===== src/design/nem_ram.sv =====
// Generic simple dual-port RAM with registered read.
module nem_ram #(
    parameter int WIDTH = 32,
    parameter int DEPTH = 32
) (
    input  logic                     aclk,
    input  logic                     wr_en,
    input  logic [$clog2(DEPTH)-1:0] wr_addr,
    input  logic [WIDTH-1:0]         wr_data,
    input  logic [$clog2(DEPTH)-1:0] rd_addr,
    output logic [WIDTH-1:0]         rd_data
);

    logic [WIDTH-1:0] mem [DEPTH];
    logic [WIDTH-1:0] rd_data_reg;

    always_ff @(posedge aclk) begin
        if (wr_en) begin
            mem[wr_addr] <= wr_data;
        end
        rd_data_reg <= mem[rd_addr];
    end

    assign rd_data = rd_data_reg;

endmodule


===== config.mk =====
export PLATFORM = sky130hd
export DESIGN_NAME = nem_ram
export DESIGN_NICKNAME = d
export VERILOG_FILES = /design/src/design/nem_ram.sv
export SDC_FILE = /design/constraint.sdc
export NUM_CORES = 1
export LEC_CHECK = 0
export BUFFER_PORTS_ARGS = -buffer_cell sky130_fd_sc_hd__buf_4
export CELL_PAD_IN_SITES_DETAIL_PLACEMENT = 1
export CELL_PAD_IN_SITES_GLOBAL_PLACEMENT = 1
export CORE_AREA = 5 5 310 312
export CTS_CLUSTER_DIAMETER = 30
export CTS_CLUSTER_SIZE = 24
export DETAILED_ROUTE_END_ITERATION = 16
export DIE_AREA = 0 0 315 317
export PLACE_DENSITY_LB_ADDON = 0.12
export SKIP_CTS_REPAIR_TIMING = 1
export SKIP_LAST_GASP = 1
export SLEW_MARGIN = 20
export SYNTH_ARGS = -nofsm -noshare
export SYNTH_HDL_FRONTEND = slang
export SYNTH_SLANG_ARGS = --single-unit
export TNS_END_PERCENT = 1

===== constraint.sdc =====
create_clock -name aclk -period 3.9 [get_ports aclk]
set_clock_uncertainty 0.1 [all_clocks]
set_input_delay 0 -clock aclk [delete_from_list [all_inputs] [get_ports aclk]]
set_output_delay 0 -clock aclk [all_outputs]
set_load 0.005 [all_outputs]

## Word-level counts from Yosys, hierarchy flattened

Memories as Yosys holds them, arrays and structs flattened. A register that Yosys moved wholly into a read port is not among the register bits.
Cells that the tools add are included.

| operators by class | value |
|---|---|
| multiplexer cells | 2 |

Operator list:

| kind | count |
|---|---|
| 1-bit 2-to-1 mux | 2 |

| word-level totals | value |
|---|---|
| bits in registers | 0 |
| memory bits (writable) | 1,024 |
| input bits | 44 |
| output and inout port bits | 32 |
| logic and storage cells | 3 |
| memories kept | 1 |

Memory list:

| memory | words | width | rd ports | clocked after memory_dff | wr ports | line | text |
|---|---|---|---|---|---|---|---|
| mem | 32 | 32 | 1 | 1 | 1 | 14 | `logic [WIDTH-1:0] mem [DEPTH];` |

## Logic depth before layout (Yosys ltp)

| depth | value |
|---|---|
| depth in word-level cells | 2 |
| depth in mapped cells | 8 |

## Worst setup path before layout

OpenSTA, ideal clock, no wires.

| path | value |
|---|---|
| path type | input -> register |
| from | input wr_addr[1] |
| to | memory mem[12][0] (enable) |
| library setup time | 0.421 ns |
| arrival | 2.013 ns |
| required time | 3.379 ns |
| path slack | 1.366 ns |
| stages | 3 |
| path buffers | 1 |
| path through | or3b_2 > clkbuf_1 > nor2_1 |

RTL lines:

| element | line | text |
|---|---|---|
| from (decl) | 8 | `input logic [$clog2(DEPTH)-1:0] wr_addr,` |
| to (decl) | 14 |  |

No word-level cell before the write port.

==> flow_metrics.py <==
metrics = {
    "pwr": {
        "p_leak_nw": 18.0,
        "p_clk_share_pct": 55.8,
        "p_switching_mw": 6.83,
        "pwr-share-seq_pct": 40.1,
        "power.internal_mw": 25.0,
        "power_frac_comb_pct": 4.1,
        "ir_drop_mv": 0.506,
        "swShare_pct": 21.4,
        "cellPowerDensity_nw_per_um2": 630,
    },
    "cts": {
        "path_clk_slew_ps": 50,
        "htreeDepth": 4,
        "root_buffer": "clkbuf_16",
        "clockBufferDepth": 3,
        "insertion_delay_ps": 770,
        "cts_tree": "built",
        "cts_sinks": 1056,
        "numCtsBuffers": 208,
    },
    "placed_design": {
        "hpwlAfterDp_mm": 66.7,
        "io_buffers": 75,
        "gp_congestion": 0.776,
        "dp_cells": 3530,
    },
    "setup_path": {
        "startpoint_type": "input port",
        "crit_path_max_incr_delay_ps": 580,
        "crit_type": "input port to flop",
        "critPathRequiredTime_ps": 4390,
        "endpoint_kind": "flop",
        "critPathSlowestCell": "a31oi_1",
        "path_buf_inv": 3,
        "crit_chain": "dlygate4sd3_1 > buf_8 > buf_12 > mux2i_1 > a22o_1 > nor3_1 > a31oi_1 > nand3_1",
        "cpLargestDelayFamily": "buffers and inverters",
        "crit_fanout": 69,
        "arrival_ps": 2990,
        "r2r_setup_slack_ps": 2100,
    },
    "yosys": {
        "synth_edf_count": 1024,
        "synth-warning-count": 0,
        "ys_types": 25,
        "synth-seq-cells": 1056,
        "syn_nets": 2304,
        "syn_inst": 2260,
        "async_reset_ff_share_pct": 0,
        "yosysMostFrequentCell": "edfxtp_1",
        "syn_area_per_cell_sq_um": 17.9,
        "syn_area_sq_um": 40500,
        "synth_top_area_cell": "edfxtp_1",
        "synth.area.top_cells": "edfxtp_1 76%, mux2i_1 13%, a22oi_1 1.8%",
        "yosys-top-cells-count": "1024 x edfxtp_1, 512 x mux2i_1, 98 x nand2_1, 98 x nand3_1",
        "yosysSeqAreaShare_pct": 77.5,
        "synth.top_cell.area_share_pct": 76.0,
        "synth_top_flop_cell": "edfxtp_1",
    },
    "global_route": {
        "grt_overflow": 0,
        "grt_pass1_wl_mm": 164,
        "track_usage_pct": 22.6,
        "grt_max_degree": 90,
        "grt_pass1_vias": 23370,
        "antenna_found_initial": 0,
    },
    "sta": {
        "fin_crit_ps": 2500,
        "setup-tns-final_ps": 0,
        "rsz0062_at_grt": "false",
        "drv_slew": 0,
        "worst_pin_slew_ps": 1070,
        "hold_viol": 0,
        "setup_violations": 0,
        "timing.final.crit_share_pct": 64.1,
        "slew_headroom_pct": 28.7,
        "max_freq_ghz": 0.400,
    },
    "floorplanning": {
        "dieWidth_um": 315,
        "io-pin-count": 76,
        "core_area_sq_um": 92800,
        "num_rows": 112,
        "dieArea_sq_um": 99900,
        "start_util_pct": 43.6,
        "die_h_um": 317,
    },
    "route": {
        "drt_iter0_markers": 1635,
        "via_per_inst": 5.53,
        "wl_per_cell_um": 28.5,
        "vias": 21954,
        "wirelength_mm": 113,
        "ant_nets": 0,
        "drt_first_pass_iters": 5,
        "post-route-drc-count": 0,
    },
    "min_path": {
        "min_path_type": "input port to flop",
    },
    "layout": {
        "nets": 2571,
        "layout-drive-gt1-share_pct": 19.4,
        "syn2layout_area_growth_pct": 24.9,
        "stdcell_count": 3967,
        "fillers": 8348,
        "largest_register_ffs": 1024,
    },
    "job": {
        "max-cap-violations": 0,
    },
    "outcome": {
        "status": "complete, no violations",
    },
}
## stage by stage
step                worst slack [ps]  total power, mW  util [%]  hold slack (ps)  instance area [sq um]
detailed placement              1250             14.3      46.3              294                  43000
global placement                1250             14.2      46.1              296                  42800
global route                    1370             32.9      54.5             10.6                  50600
finish                          1400             31.9      54.5             18.3                  50600
CTS                             2070             32.1      54.1             -489                  50100
floorplan                       1370             13.6         -            -1.13                  40500
## power by group through the flow
| stage | clock, mW | combinational (mW) | sequential (mW) |
|---|---|---|---|
| floorplan | 0 | 0.652 | 12.9 |
| global placement | 0 | 1.27 | 13.0 |
| detailed placement | 0 | 1.30 | 13.0 |
| CTS | 18.1 | 1.31 | 12.8 |
| global route | 18.7 | 1.40 | 12.8 |
| finish | 17.8 | 1.31 | 12.8 |
## logic make-up after synthesis
| group | count (synthesis) | synth area share [%] |
|---|---|---|
| DFF | 1056 | 77.5 |
| muxes | 512 | 12.7 |
| and+or+nand+nor | 277 | 3.10 |
| buffers and inverters | 127 | 1.86 |
| AOI/OAI and AO/OA | 288 | 4.85 |
## layout make-up
cell class | count | area, sq um | share of cell area, %
tap | 1254 | 1570 | 3.10
sequential | 1056 | 31400 | 62.1
clock buffer | 256 | 5620 | 11.1
multi-input combinational | 1077 | 8610 | 17.0
clock inverter | 139 | 1540 | 3.05
antenna | 1 | 2.50 | 0.00495
timing repair buffer | 184 | 1820 | 3.61
## cell usage in the layout, fill, tap and decap left out, types with 17 or more instances in the layout
master | synthesis | layout
a21oi_1 | 96 | 96
a22o_1 | 64 | 64
clkbuf_16 | 0 | 214
buf_12 | 0 | 17
nor3_1 | 32 | 32
dfxtp_1 | 32 | 32
nor2_4 | 0 | 33
mux2i_1 | 512 | 512
dlygate4sd3_1 | 0 | 41
clkinvlp_4 | 0 | 19
nand3_1 | 98 | 98
clkinv_1 | 0 | 24
nand2_1 | 98 | 97
clkbuf_1 | 46 | 31
buf_4 | 33 | 119
clkinv_4 | 0 | 18
a31oi_1 | 32 | 32
a22oi_1 | 96 | 96
edfxtp_1 | 1024 | 1024
bufinv_16 | 0 | 26
clkinv_2 | 0 | 38
## final timing paths
path,depth (start not counted),to,from
min,4,mem[29][12]$_DFFE_PP_,wr_addr[1]
max reg2reg,5,rd_data[23]$_DFF_P_,mem[0][23]$_DFFE_PP_
min reg2reg,4,rd_data[13]$_DFF_P_,mem[10][13]$_DFFE_PP_
max,8,rd_data[23]$_DFF_P_,rd_addr[0]
## worst reg2reg max path: stages, from the launching register on
cell	delay (ps)
edfxtp_1	360
mux2i_1	180
a22o_1	210
nor3_1	70
a31oi_1	580
nand3_1	140
## routing by layer
layer	share of wire [%]	vias to the layer above	GRT usage (%)
met1	42	11534	29.2
met2	50	580	37.9
met5	0	-	0
met3	4.3	215	4.15
li1	-	9625	-
met4	4.1	0	9.58
Power figures use the tool's default switching activity.
